$ cat src/design/i2r_pkg.sv
package i2r_pkg;

  localparam int VALUE_W = 12;
  localparam int CHAR_W  = 7;
  localparam int STEP_W  = 5;

  localparam logic [VALUE_W-1:0] MAX_VALUE = 12'd3999;

  // ASCII symbols
  localparam logic [CHAR_W-1:0] CH_I = 7'h49;
  localparam logic [CHAR_W-1:0] CH_V = 7'h56;
  localparam logic [CHAR_W-1:0] CH_X = 7'h58;
  localparam logic [CHAR_W-1:0] CH_L = 7'h4C;
  localparam logic [CHAR_W-1:0] CH_C = 7'h43;
  localparam logic [CHAR_W-1:0] CH_D = 7'h44;
  localparam logic [CHAR_W-1:0] CH_M = 7'h4D;
  localparam logic [CHAR_W-1:0] CH_NONE = 7'h00;

  // Microprogram step addresses; a pair uses two steps (first char, second char)
  localparam logic [STEP_W-1:0] S_M   = 5'd0;
  localparam logic [STEP_W-1:0] S_CM  = 5'd1;
  localparam logic [STEP_W-1:0] S_CM2 = 5'd2;
  localparam logic [STEP_W-1:0] S_D   = 5'd3;
  localparam logic [STEP_W-1:0] S_CD  = 5'd4;
  localparam logic [STEP_W-1:0] S_CD2 = 5'd5;
  localparam logic [STEP_W-1:0] S_C   = 5'd6;
  localparam logic [STEP_W-1:0] S_XC  = 5'd7;
  localparam logic [STEP_W-1:0] S_XC2 = 5'd8;
  localparam logic [STEP_W-1:0] S_L   = 5'd9;
  localparam logic [STEP_W-1:0] S_XL  = 5'd10;
  localparam logic [STEP_W-1:0] S_XL2 = 5'd11;
  localparam logic [STEP_W-1:0] S_X   = 5'd12;
  localparam logic [STEP_W-1:0] S_IX  = 5'd13;
  localparam logic [STEP_W-1:0] S_IX2 = 5'd14;
  localparam logic [STEP_W-1:0] S_V   = 5'd15;
  localparam logic [STEP_W-1:0] S_IV  = 5'd16;
  localparam logic [STEP_W-1:0] S_IV2 = 5'd17;
  localparam logic [STEP_W-1:0] S_I   = 5'd18;

  // One control word: test rem >= kval; if taken emit ch and optionally subtract.
  typedef struct packed {
    logic [VALUE_W-1:0] kval;
    logic [CHAR_W-1:0]  ch;
    logic               sub;
    logic [STEP_W-1:0]  next_t;
    logic [STEP_W-1:0]  next_f;
  } ucode_t;

  // Sequencer -> datapath
  typedef struct packed {
    logic   load;
    logic   run;
    logic   err;
    ucode_t uw;
  } dp_ctrl_t;

  // Datapath -> sequencer
  typedef struct packed {
    logic taken;
    logic done;
    logic bad_value;
  } dp_stat_t;

  function automatic ucode_t mk(input logic [VALUE_W-1:0] k, input logic [CHAR_W-1:0] c,
                                input logic s, input logic [STEP_W-1:0] t,
                                input logic [STEP_W-1:0] f);
    ucode_t w;
    w.kval   = k;
    w.ch     = c;
    w.sub    = s;
    w.next_t = t;
    w.next_f = f;
    return w;
  endfunction

  function automatic ucode_t ucode_rom(input logic [STEP_W-1:0] step);
    ucode_t w;
    case (step)
      S_M:     w = mk(12'd1000, CH_M, 1'b1, S_M,   S_CM);
      S_CM:    w = mk(12'd900,  CH_C, 1'b0, S_CM2, S_D);
      S_CM2:   w = mk(12'd900,  CH_M, 1'b1, S_XC,  S_XC);
      S_D:     w = mk(12'd500,  CH_D, 1'b1, S_C,   S_CD);
      S_CD:    w = mk(12'd400,  CH_C, 1'b0, S_CD2, S_C);
      S_CD2:   w = mk(12'd400,  CH_D, 1'b1, S_XC,  S_XC);
      S_C:     w = mk(12'd100,  CH_C, 1'b1, S_C,   S_XC);
      S_XC:    w = mk(12'd90,   CH_X, 1'b0, S_XC2, S_L);
      S_XC2:   w = mk(12'd90,   CH_C, 1'b1, S_IX,  S_IX);
      S_L:     w = mk(12'd50,   CH_L, 1'b1, S_X,   S_XL);
      S_XL:    w = mk(12'd40,   CH_X, 1'b0, S_XL2, S_X);
      S_XL2:   w = mk(12'd40,   CH_L, 1'b1, S_IX,  S_IX);
      S_X:     w = mk(12'd10,   CH_X, 1'b1, S_X,   S_IX);
      S_IX:    w = mk(12'd9,    CH_I, 1'b0, S_IX2, S_V);
      S_IX2:   w = mk(12'd9,    CH_X, 1'b1, S_I,   S_I);
      S_V:     w = mk(12'd5,    CH_V, 1'b1, S_I,   S_IV);
      S_IV:    w = mk(12'd4,    CH_I, 1'b0, S_IV2, S_I);
      S_IV2:   w = mk(12'd4,    CH_V, 1'b1, S_I,   S_I);
      S_I:     w = mk(12'd1,    CH_I, 1'b1, S_I,   S_I);
      default: w = mk(12'd1,    CH_I, 1'b1, S_I,   S_I);
    endcase
    return w;
  endfunction

endpackage

$ cat src/design/integer_to_roman_encoder_top.sv
// Integer to Roman numeral encoder. A transaction is taken when start is high
// and busy is low; value (1..3999) is turned into its Roman numeral, one ASCII
// character per strobe cycle, greatest symbol first, last_char on the final
// one. The receiver cannot stall: every character is on the result ports for
// exactly one cycle. A value of 0 or above 3999 gives one result with
// range_error and last_char set and char_code zero. Conversion is run by a
// 19-step microprogram that tests the remainder against 1000, 900, 500, 400,
// 100, 90, 50, 40, 10, 9, 5, 4, 1 in turn; each step emits a character when
// its test passes. A numeral takes one step per character plus one per failed
// test (at most 12 failed tests), and 3333 takes the most steps. Busy drops as
// the final result is registered, so the next start may be taken while it is
// displayed.
module integer_to_roman_encoder_top
  import i2r_pkg::*;
(
  input  logic               clk,
  input  logic               rst,
  input  logic               start,
  input  logic [VALUE_W-1:0] value,
  output logic               busy,
  output logic               strobe,
  output logic [CHAR_W-1:0]  char_code,
  output logic               last_char,
  output logic               range_error
);

  dp_ctrl_t ctrl;
  dp_stat_t stat;

  // Step counter, microcode table and transaction control
  i2r_seq u_seq (
    .clk   (clk),
    .rst   (rst),
    .start (start),
    .stat  (stat),
    .busy  (busy),
    .ctrl  (ctrl)
  );

  // Remainder register, compare/subtract, registered result ports
  i2r_datapath u_dp (
    .clk         (clk),
    .rst         (rst),
    .value       (value),
    .ctrl        (ctrl),
    .stat        (stat),
    .strobe      (strobe),
    .char_code   (char_code),
    .last_char   (last_char),
    .range_error (range_error)
  );

endmodule

$ cat src/design/i2r_seq.sv
module i2r_seq
  import i2r_pkg::*;
(
  input  logic     clk,
  input  logic     rst,
  input  logic     start,
  input  dp_stat_t stat,
  output logic     busy,
  output dp_ctrl_t ctrl
);

  logic              err_pend;
  logic [STEP_W-1:0] pc;
  logic              accept;

  assign accept = start && !busy;

  always_comb begin
    ctrl.load = accept;
    ctrl.run  = busy && !err_pend;
    ctrl.err  = busy && err_pend;
    ctrl.uw   = ucode_rom(pc);
  end

  always_ff @(posedge clk) begin
    if (rst) begin
      busy     <= 1'b0;
      err_pend <= 1'b0;
      pc       <= S_M;
    end else if (accept) begin
      busy     <= 1'b1;
      err_pend <= stat.bad_value;
      pc       <= S_M;
    end else if (busy) begin
      if (err_pend || stat.done) begin
        busy <= 1'b0;
      end
      pc <= stat.taken ? ctrl.uw.next_t : ctrl.uw.next_f;
    end
  end

endmodule

$ cat src/design/i2r_datapath.sv
module i2r_datapath
  import i2r_pkg::*;
(
  input  logic               clk,
  input  logic               rst,
  input  logic [VALUE_W-1:0] value,
  input  dp_ctrl_t           ctrl,
  output dp_stat_t           stat,
  output logic               strobe,
  output logic [CHAR_W-1:0]  char_code,
  output logic               last_char,
  output logic               range_error
);

  logic [VALUE_W-1:0] rem;
  logic [VALUE_W-1:0] diff;

  assign diff = rem - ctrl.uw.kval;

  always_comb begin
    stat.taken     = rem >= ctrl.uw.kval;
    stat.done      = stat.taken && ctrl.uw.sub && (diff == '0);
    stat.bad_value = (value == '0) || (value > MAX_VALUE);
  end

  always_ff @(posedge clk) begin
    if (ctrl.load) begin
      rem <= value;
    end else if (ctrl.run && stat.taken && ctrl.uw.sub) begin
      rem <= diff;
    end
  end

  always_ff @(posedge clk) begin
    if (rst) begin
      strobe <= 1'b0;
    end else begin
      strobe <= ctrl.err || (ctrl.run && stat.taken);
    end
  end

  always_ff @(posedge clk) begin
    char_code   <= ctrl.err ? CH_NONE : ctrl.uw.ch;
    last_char   <= ctrl.err || stat.done;
    range_error <= ctrl.err;
  end

endmodule
$ cat config.mk
export PLATFORM = sky130hd
export DESIGN_NAME = integer_to_roman_encoder_top
export DESIGN_NICKNAME = d
export VERILOG_FILES = /design/src/design/i2r_pkg.sv /design/src/design/integer_to_roman_encoder_top.sv /design/src/design/i2r_seq.sv /design/src/design/i2r_datapath.sv
export SDC_FILE = /design/constraint.sdc
export NUM_CORES = 1
export LEC_CHECK = 0
export BUFFER_PORTS_ARGS = -buffer_cell sky130_fd_sc_hd__clkbuf_2
export CORE_UTILIZATION = 51
export DETAILED_ROUTE_END_ITERATION = 7
export HOLD_SLACK_MARGIN = 0.15
export PLACE_DENSITY = 0.7
export SYNTH_ARGS = -nofsm -noshare
export SYNTH_HDL_FRONTEND = slang
export SYNTH_SLANG_ARGS = --single-unit
$ cat constraint.sdc
create_clock -name clk -period 3.78 [get_ports clk]
set_input_delay 0.189 -clock clk [delete_from_list [all_inputs] [get_ports clk]]
set_output_delay 0.189 -clock clk [all_outputs]
set_load 0.005 [all_outputs]
==> impl_metrics.csv, run 1 <==
group,metric,value,unit
sta,finClkSkew,0.0184,ns
die,start_util,53.1,%
finish,final_layout_size_suffix_gt1_share,16.3,%
clock_network,cts_tree,"done",
sta,setup_viol,0,
critical_path,worst-setup-path-type,"reg2reg",
drt,drc,0,
sta,post-route-period-util,92.3,%
synthesis,postSynthCellCount,335,
clock_network,cts_root_buffer,"clkbuf_8",
critical_path,path_buf_inv,2,
die,die_h,78.0,um
critical_path,slowest_stage,"fa_1",
synthesis,synth-seq-area-share,38.8,%
critical_path,max_stage_delay,0.40,ns
sta,whs,0.178,ns
drt,ant_nets,0,
drt,drtIter0Drc,261,
die,rows,27,
finish,fill_cells,519,
clock_network,clk_latency,0.32,ns
pwr,ir_worst_vdd,0.266,mV
synthesis,synth_cell_type_count,69,
finish,diodes,0,
synthesis,ys_warn_count,0,
sta,relSlewSlack,49.8,%
status,status,"finished, final reports clean",
sta,report.final.slew_viol_count,0,
placed_design,hpwlAfterDp,5.56,mm
hold_path,hold_class,"in2reg",
die,die_w,78.0,um
sta,rsz0062_at_grt,"false",
critical_path,cp-end-kind,"flop",
critical_path,cp_cell_sequence,"inv_1 -> ha_1 -> fa_1 -> nand2b_1 -> a21oi_2 -> o2111a_1 -> o31ai_1 -> a31oi_2 -> nand2_1 -> inv_1 -> ha_1 -> nor2_1 -> o21ai_1 -> o21ai_0",
die,io_pins,26,
sta,worst_pin_slew,0.732,ns
synthesis,synth-edff-count,12,
pwr,p_per_area,454,nW/um^2
synthesis,avgSynthCellArea,8.78,um^2
clock_network,numCtsBuffers,5,
synthesis,syn_nets,369,
global_route,antenna_found_initial,0,
sta,fin_crit,3.49,ns
global_route,first_global_vias,2519,
placed_design,gp_congestion,0.951,
global_route,grt_usage,26.7,%
synthesis,synth_area,2940,um^2
global_route,overflow,0,
finish,area_growth,11.2,%
synthesis,ys.flop_type,"dfxtp_1",
drt,vias,2666,
sta,fmax,287,MHz
critical_path,crit_required,3.95,ns
clock_network,htreeDepth,2,
die,core_area,5540,um^2
sta,hold_viol_final,0,
clock_network,cts.sinks,51,
drt,dr.pass1.iters,5,
placed_design,io_buffers,24,
global_route,grt_max_degree,19,
clock_network,clkTransAtPathRegs,0.10,ns
critical_path,cp_top_family,"compound AO/OA/AOI/OAI gates",
finish,nets,400,
critical_path,critPathArrivalTime,3.66,ns
sta,tns,0,ns
global_route,grt_first_pass_wirelength,12.4,mm
die,die_area,6080,um^2
synthesis,ys_seq_elements,51,
pwr,p_leak,1.45,nW
job,maxCapViolations,0,
synthesis,async_flop_share,0,%
critical_path,start_kind,"flop",
clock_network,max-clock-path-buffers,2,
drt,avgRoutedWirePerCell,17.0,um
drt,via_per_inst,6.07,
critical_path,crit_fanout,7,
drt,routed_wirelength,7.48,mm
[repair_timing]
item                                    in CTS  in global routing
hold buffers                                 1                  0
gates resized for setup                      0                  1
endpoints found under the setup margin       0                  3
setup buffers                                0                  2
endpoints found under the hold margin        1                  0
[cells in the mapped netlist (all sizes together) (4+ instances only)]
cell type / instances / area [um^2]
a21o: 5 / 37.5
a21oi: 24 / 124
a31oi: 4 / 31.3
and2: 7 / 43.8
buf: 8 / 60.1
clkbuf: 6 / 22.5
dfxtp: 39 / 781
edfxtp: 12 / 360
ha: 18 / 225
inv: 18 / 67.6
mux2i: 4 / 40.0
nand2: 37 / 139
nand2b: 6 / 37.5
nand3: 12 / 60.1
nor2: 34 / 128
nor3: 7 / 35.0
nor4: 6 / 43.8
o21ai: 19 / 95.1
o31ai: 5 / 37.5
xor2: 6 / 52.6
[final timing paths]
kind,slack (ns),to,cells after the start,start
worst min register to register,0.44,u_dp.char_code[3],1,u_seq.ctrl[14]
worst max-delay path,0.29,u_seq.ctrl[2],14,u_dp.rem[0]
worst max register to register,0.29,u_seq.ctrl[2],14,u_dp.rem[0]
worst min-delay path,0.18,u_dp.rem[3],3,value[3]
[worst register-to-register path, stage by stage (launching register included)]
cell,delay (ns)
edfxtp_1,0.34
inv_1,0.05
ha_1,0.22
fa_1,0.40
nand2b_1,0.17
a21oi_2,0.16
o2111a_1,0.28
o31ai_1,0.10
a31oi_2,0.32
nand2_1,0.24
inv_1,0.21
ha_1,0.34
nor2_1,0.08
o21ai_1,0.25
o21ai_0,0.18
[report_power, final]
| group | leakage, nW | switching [mW] | internal, mW | total (mW) |
|---|---|---|---|---|
| Combinational | 0.961 | 0.295 | 0.197 | 0.492 |
| Sequential | 0.435 | 0.0253 | 0.629 | 0.655 |
| Clock | 0.0506 | 0.201 | 0.137 | 0.338 |
[metrics by stage]
step / area [um^2] / instances / utilization, % / setup WS, ns / power, mW
floorplan: 2940 / 335 / - / 0.681 / 1.02
global placement: 3150 / 428 / 56.9 / 0.168 / 1.14
detailed placement: 3150 / 428 / 56.9 / 0.158 / 1.14
CTS: 3260 / 437 / 58.8 / 0.139 / 1.48
global route: 3270 / 439 / 59.1 / 0.0926 / 1.57
finish: 3270 / 439 / 59.1 / 0.293 / 1.49
[per-layer routing]
layer  up-vias  part of all wire, %  global-route usage, %
met5         -                    0                      0
met2       142                   43                   39.5
li1       1283                    -                      -
met4         0                  3.1                   12.0
met3        26                  8.3                   4.94
met1      1215                   46                   37.7
[registers in the layout, indices dropped and copies added, names as in the netlist]
signal and flops:
u_seq.busy 1, u_dp.char_code 6, u_dp.rem 12, u_seq.pc 5
u_dp.range_error 1, u_seq.err_pend 1, u_dp.last_char 1, u_seq.ctrl 23
u_dp.strobe 1
[cell usage in the layout (no fill, tap or decap), types with 3 or more instances in the layout]
master,n
o22ai_1,3
o32ai_1,3
o31ai_1,5
edfxtp_1,12
xnor2_1,3
a21oi_1,23
clkbuf_8,5
nor3_1,7
buf_4,13
o21ai_0,17
xor2_1,6
dfxtp_1,39
mux2i_1,4
clkbuf_2,24
and2_1,7
nand2b_1,6
inv_1,17
a21o_1,5
ha_1,18
nor2_1,34
nand3_1,12
nand2_1,37
nor4_1,5
mux2_2,3
a31oi_1,3
[final cells by class]
cell class	instances	area (um^2)	area share [%]
clock inverters	3	26.3	0.803
well taps	72	90.1	2.75
multi-input cells	252	1650	50.5
inverters	18	67.6	2.06
clock buffers	5	68.8	2.10
flip-flops and latches	51	1140	34.9
repair buffers	38	228	6.96
[cell families (layout without fill, tap and decap cells)]
family | count (synthesis) | after routing | share of synthesized area (%)
AOI/OAI and AO/OA | 93 | 93 | 21.9
other | 1 | 1 | 0.127
DFF | 51 | 51 | 38.8
xor gates and xnor gates | 9 | 9 | 2.68
muxes | 7 | 7 | 2.51
adders and majority gates | 19 | 19 | 8.33
and+or+nand+nor | 123 | 123 | 20.6
buffers and inverters | 32 | 64 | 5.10
Note: power is estimated with default switching activity, not from simulation.
==> inputs of run 2 (changes only) <==
==> constraint.sdc (replaced) <==
create_clock -name clk -period 3.78 [get_ports clk]
set_input_delay 0 -clock clk [delete_from_list [all_inputs] [get_ports clk]]
set_output_delay 0 -clock clk [all_outputs]
set_load 0.005 [all_outputs]
==> impl_metrics.csv, run 2 (same netlist as run 1, synthesis figures left out) <==
group,metric,value,unit
drt,ant_nets,0,
clock_network,numCtsBuffers,5,
drt,vias,2727,
clock_network,cts.sinks,51,
clock_network,max-clock-path-buffers,2,
die,die_area,6080,um^2
critical_path,cp_top_family,"compound AO/OA/AOI/OAI gates",
clock_network,cts_tree,"done",
global_route,first_global_vias,2626,
critical_path,max_stage_delay,0.40,ns
global_route,grt_first_pass_wirelength,12.9,mm
drt,via_per_inst,6.03,
die,die_h,78.0,um
finish,regArea,1140,um^2
pwr,total_power,1.50,mW
finish,area_growth,15.6,%
placed_design,gp_congestion,0.951,
sta,rsz0062_at_grt,"false",
clock_network,clk_latency,0.33,ns
die,io_pins,26,
finish,multiInputGateArea,1650,um^2
drt,avgRoutedWirePerCell,17.2,um
clock_network,cts_root_buffer,"clkbuf_8",
finish,largest_reg_flops,23,
critical_path,slowest_stage,"fa_1",
critical_path,crit_fanout,7,
critical_path,crit_required,3.96,ns
sta,fin_crit,3.49,ns
sta,fmax,286,MHz
sta,setup_viol,0,
placed_design,dp.cells,428,
pwr,ir_worst_vdd,0.260,mV
finish,stdcell_count,452,
finish,layout_commonest_cell,"dfxtp_1",
status,status,"finished, final reports clean",
clock_network,clkTransAtPathRegs,0.10,ns
drt,drc,0,
global_route,grt_max_degree,19,
critical_path,critPathArrivalTime,3.67,ns
clock_network,htreeDepth,2,
pwr,p_leak,1.50,nW
die,core_area,5540,um^2
finish,final_layout_size_suffix_gt1_share,15.8,%
finish,diodes,0,
drt,drtIter0Drc,327,
job,maxCapViolations,0,
sta,report.final.slew_viol_count,0,
die,die_w,78.0,um
drt,routed_wirelength,7.79,mm
die,rows,27,
global_route,antenna_found_initial,0,
sta,finClkSkew,0.0219,ns
critical_path,start_kind,"flop",
sta,worst_slack,0.286,ns
die,start_util,53.1,%
critical_path,cp_cell_sequence,"inv_1 -> ha_1 -> fa_1 -> nand2b_1 -> a21oi_2 -> o2111a_1 -> o31ai_1 -> a31oi_2 -> nand2_1 -> inv_1 -> ha_1 -> nor2_1 -> o21ai_1 -> o21ai_0",
global_route,overflow,0,
drt,dr.pass1.iters,5,
global_route,grt_usage,27.9,%
sta,relSlewSlack,48.8,%
sta,tns,0,ns
finish,fill_cells,499,
hold_path,hold_class,"in2reg",
placed_design,preCtsSetupSlack,0.158,ns
finish,final_cell_mix,"39 x dfxtp_1, 37 x nand2_1, 34 x nor2_1",
critical_path,path_buf_inv,2,
placed_design,hpwlAfterDp,5.56,mm
finish,nets,413,
sta,worst_pin_slew,0.747,ns
critical_path,cp-end-kind,"flop",
sta,post-route-period-util,92.4,%
critical_path,worst-setup-path-type,"reg2reg",
pwr,p_per_area,441,nW/um^2
placed_design,io_buffers,24,
sta,hold_viol_final,0,
run 2: cell count changes in the layout (fill, tap and decap cells not counted), sizes merged:
cell | before | now
dlygate4sd3 | 1 | 14
run 2: what timing repair did:
action | in CTS | in global routing
setup endpoints to repair | 0 | 3
resized for setup | 0 | 1
hold endpoints to repair | 14 | 0
hold buffers | 14 | 0
setup buffers | 0 | 2
run 2: final cells by class:
cell class                 count  area share, %
clock buffer                   5           2.02
clock inverter                 3          0.772
inverter                      18           1.99
multi-input combinational    252           48.5
sequential                    51           33.5
tap                           72           2.65
timing repair buffer          51           10.5
run 2: worst paths after layout:
path	startpoint	to	slack (ns)	cells past startpoint
worst max-delay path	u_dp.rem[0]	u_seq.ctrl[2]	0.29	14
worst min-delay path	start	u_seq.busy	0.25	5
worst max register to register	u_dp.rem[0]	u_seq.ctrl[2]	0.29	14
worst min register to register	u_seq.ctrl[14]	u_dp.char_code[3]	0.44	1
run 2: through the flow:
| stage | util, % | cell area (um^2) | hold slack, ns |
|---|---|---|---|
| 2_1_floorplan | - | 2940 | 0.0721 |
| 3_3_place_gp | 56.9 | 3150 | 0.232 |
| 3_5_place_dp | 56.9 | 3150 | 0.236 |
| 4_1_cts | 61.2 | 3390 | 0.252 |
| 5_1_grt | 61.4 | 3400 | 0.302 |
| 6_report | 61.4 | 3400 | 0.255 |
run 2: worst min-delay path, delay by kind of cell:
kind | cells | cell delay, ns
AND/OR/NAND/NOR | 1 | 0.07
AO/OA/AOI/OAI | 2 | 0.18
buffers and inverters | 2 | 0.28
run 2: report_power, final:
group	total [mW]	switching, mW	internal [mW]
sequential	0.655	0.0258	0.630
clock	0.341	0.204	0.137
combinational	0.505	0.299	0.206
run 2: metal layers:
layer	vias up	wire (um)	track usage, %	part of all wire (%)
met3	27	729	5.18	9.4
met4	0	272	13.0	3.5
met2	152	3400	42.0	44
met5	-	0	0	0
met1	1239	3390	38.5	44
li1	1309	-	-	-
==> inputs of run 3 (changes only) <==
--- a/config.mk
+++ b/config.mk
@@ -9,7 +9,7 @@
 export CORE_UTILIZATION = 51
 export DETAILED_ROUTE_END_ITERATION = 7
 export HOLD_SLACK_MARGIN = 0.15
-export PLACE_DENSITY = 0.7
+export PLACE_DENSITY_LB_ADDON = 0.2
 export SYNTH_ARGS = -nofsm -noshare
 export SYNTH_HDL_FRONTEND = slang
 export SYNTH_SLANG_ARGS = --single-unit
==> impl_metrics.csv, run 3 (same netlist as run 1, synthesis figures left out) <==
group,metric,value,unit
drt,dr.pass1.iters,5,
finish,largest_reg_flops,23,
critical_path,startpoint,"u_dp.rem[0]",
pwr,total_power,1.56,mW
drt,drc,0,
critical_path,r2r-start,"u_dp.rem[0]",
critical_path,max_stage_delay,0.47,ns
pwr,p_comb_share,32.3,%
sta,setup_viol,0,
pwr,clkPwrFrac,25.5,%
pwr,p_leak,1.51,nW
pwr,power.switching,0.511,mW
drt,routed_wirelength,7.73,mm
status,status,"finished, final reports clean",
critical_path,cpMostUsedCell,"ha_1",
placed_design,io_buffers,24,
clock_network,cts_root_buffer,"clkbuf_8",
finish,nets,412,
global_route,grt_usage,27.0,%
drt,via_per_inst,6.02,
die,die_area,6080,um^2
critical_path,regToRegEndpoint,"u_seq.ctrl[10]",
global_route,grt_max_degree,18,
critical_path,crit_required,3.98,ns
placed_design,gp_congestion,0.926,
sta,hold_viol_final,0,
clock_network,clk_latency,0.31,ns
clock_network,max-clock-path-buffers,2,
critical_path,reg2reg_slack,0.36,ns
pwr,ir_worst_vdd,0.278,mV
pwr,p_seq_share,42.2,%
placed_design,hpwlAfterDp,5.53,mm
critical_path,slowest_stage,"ha_1",
drt,avgRoutedWirePerCell,17.1,um
clock_network,htreeDepth,2,
placed_design,preCtsSetupSlack,0.276,ns
sta,post-route-period-util,90.4,%
clock_network,cts_tree,"done",
global_route,first_global_vias,2557,
sta,worst_pin_slew,0.755,ns
critical_path,cp_cell_sequence,"inv_1 -> ha_1 -> fa_1 -> nand2b_1 -> a21oi_2 -> o2111a_1 -> o31ai_1 -> a31oi_2 -> nand2_1 -> ha_1 -> nor4_1 -> nor3_1 -> o21ai_0",
global_route,antenna_found_initial,0,
die,core_area,5540,um^2
placed_design,place_area,3140,um^2
global_route,grt_first_pass_wirelength,12.6,mm
hold_path,hold_class,"in2reg",
die,die_w,78.0,um
clock_network,clkTransAtPathRegs,0.09,ns
critical_path,endpoint,"u_seq.ctrl[10]",
sta,rsz0062_at_grt,"false",
critical_path,critPathArrivalTime,3.61,ns
sta,tns,0,ns
drt,ant_nets,0,
finish,final_layout_size_suffix_gt1_share,15.6,%
critical_path,worst-setup-path-type,"reg2reg",
finish,layout_commonest_cell,"dfxtp_1",
critical_path,crit_fanout,7,
critical_path,start_kind,"flop",
sta,finClkSkew,0.0124,ns
finish,final_cell_mix,"39 x dfxtp_1, 37 x nand2_1, 34 x nor2_1",
sta,worst_slack,0.361,ns
global_route,overflow,0,
die,rows,27,
critical_path,cp-end-kind,"flop",
pwr,swShare,32.7,%
pwr,p_per_area,456,nW/um^2
sta,fmax,292,MHz
drt,vias,2715,
finish,diodes,0,
die,start_util,53.1,%
die,io_pins,26,
pwr,p_int,1.05,mW
clock_network,cts.sinks,51,
die,die_h,78.0,um
job,maxCapViolations,0,
clock_network,numCtsBuffers,5,
finish,area_growth,16.2,%
finish,final_area,3420,um^2
drt,drtIter0Drc,352,
sta,relSlewSlack,48.2,%
sta,fin_crit,3.42,ns
sta,report.final.slew_viol_count,0,
finish,fill_cells,487,
critical_path,ff2ff_path_depth,13,
==> run 3: cell types whose count changed in the layout (fill, tap and decap cells not counted), sizes merged <==
cell / change
inv: -2
bufinv: +1
clkbuf: +1
buf: -1
==> run 3: worst min path at each step <==
stage	depth (start not counted)	slack, ns	to	start
2_1_floorplan	1	0.07	u_seq.err_pend	rst
3_3_place_gp	2	0.24	u_seq.err_pend	rst
3_5_place_dp	2	0.24	u_seq.err_pend	rst
4_1_cts	4	0.33	u_seq.busy	start
5_1_grt	4	0.36	u_seq.busy	start
6_report	4	0.34	u_seq.busy	start
==> run 3: layer usage <==
metal | share of wire, % | track usage (%)
met4 | 2.9 | 11.3
met5 | 0 | 0
met1 | 46 | 36.7
met3 | 7.2 | 4.71
met2 | 44 | 42.0
==> run 3: layout make-up <==
| type | count | area, um^2 | area share [%] |
|---|---|---|---|
| clock buffer | 6 | 82.6 | 2.42 |
| clock inverter | 2 | 35.0 | 1.02 |
| inverter | 18 | 67.6 | 1.98 |
| multi-input combinational | 252 | 1650 | 48.3 |
| sequential | 51 | 1140 | 33.4 |
| tap | 72 | 90.1 | 2.64 |
| timing repair buffer | 50 | 350 | 10.2 |
==> run 3: through the flow <==
stage / utilization (%) / instances / hold WS, ns
6_report: 61.7 / 451 / 0.337
5_1_grt: 61.7 / 451 / 0.364
4_1_cts: 61.3 / 448 / 0.329
3_5_place_dp: 56.6 / 426 / 0.242
3_3_place_gp: 56.6 / 426 / 0.240
2_1_floorplan: - / 335 / 0.0721
==> run 3: what timing repair did <==
action / CTS / global route
hold buffers: 14 / 0
buffers inserted: 0 / 3
endpoints found under the hold margin: 14 / 0
gates resized for setup: 0 / 0
setup endpoints to repair: 0 / 4
==> run 3: power groups by stage <==
stage | logic [mW] | clock network, mW | registers, mW
final | 0.504 | 0.397 | 0.658
after global routing | 0.558 | 0.430 | 0.663
after CTS | 0.485 | 0.402 | 0.658
after detailed placement | 0.471 | 0 | 0.670
after global placement | 0.467 | 0 | 0.669
after floorplan | 0.357 | 0 | 0.658
==> run 3: critical path, delay by kind of cell, from the launching register on <==
| kind | cells | cell delay, ns |
|---|---|---|
| AOI/OAI and AO/OA | 5 | 1.03 |
| and+or+nand+nor | 4 | 0.80 |
| buffers and inverters | 1 | 0.04 |
| DFF | 1 | 0.33 |
| adders and majority gates | 3 | 1.10 |
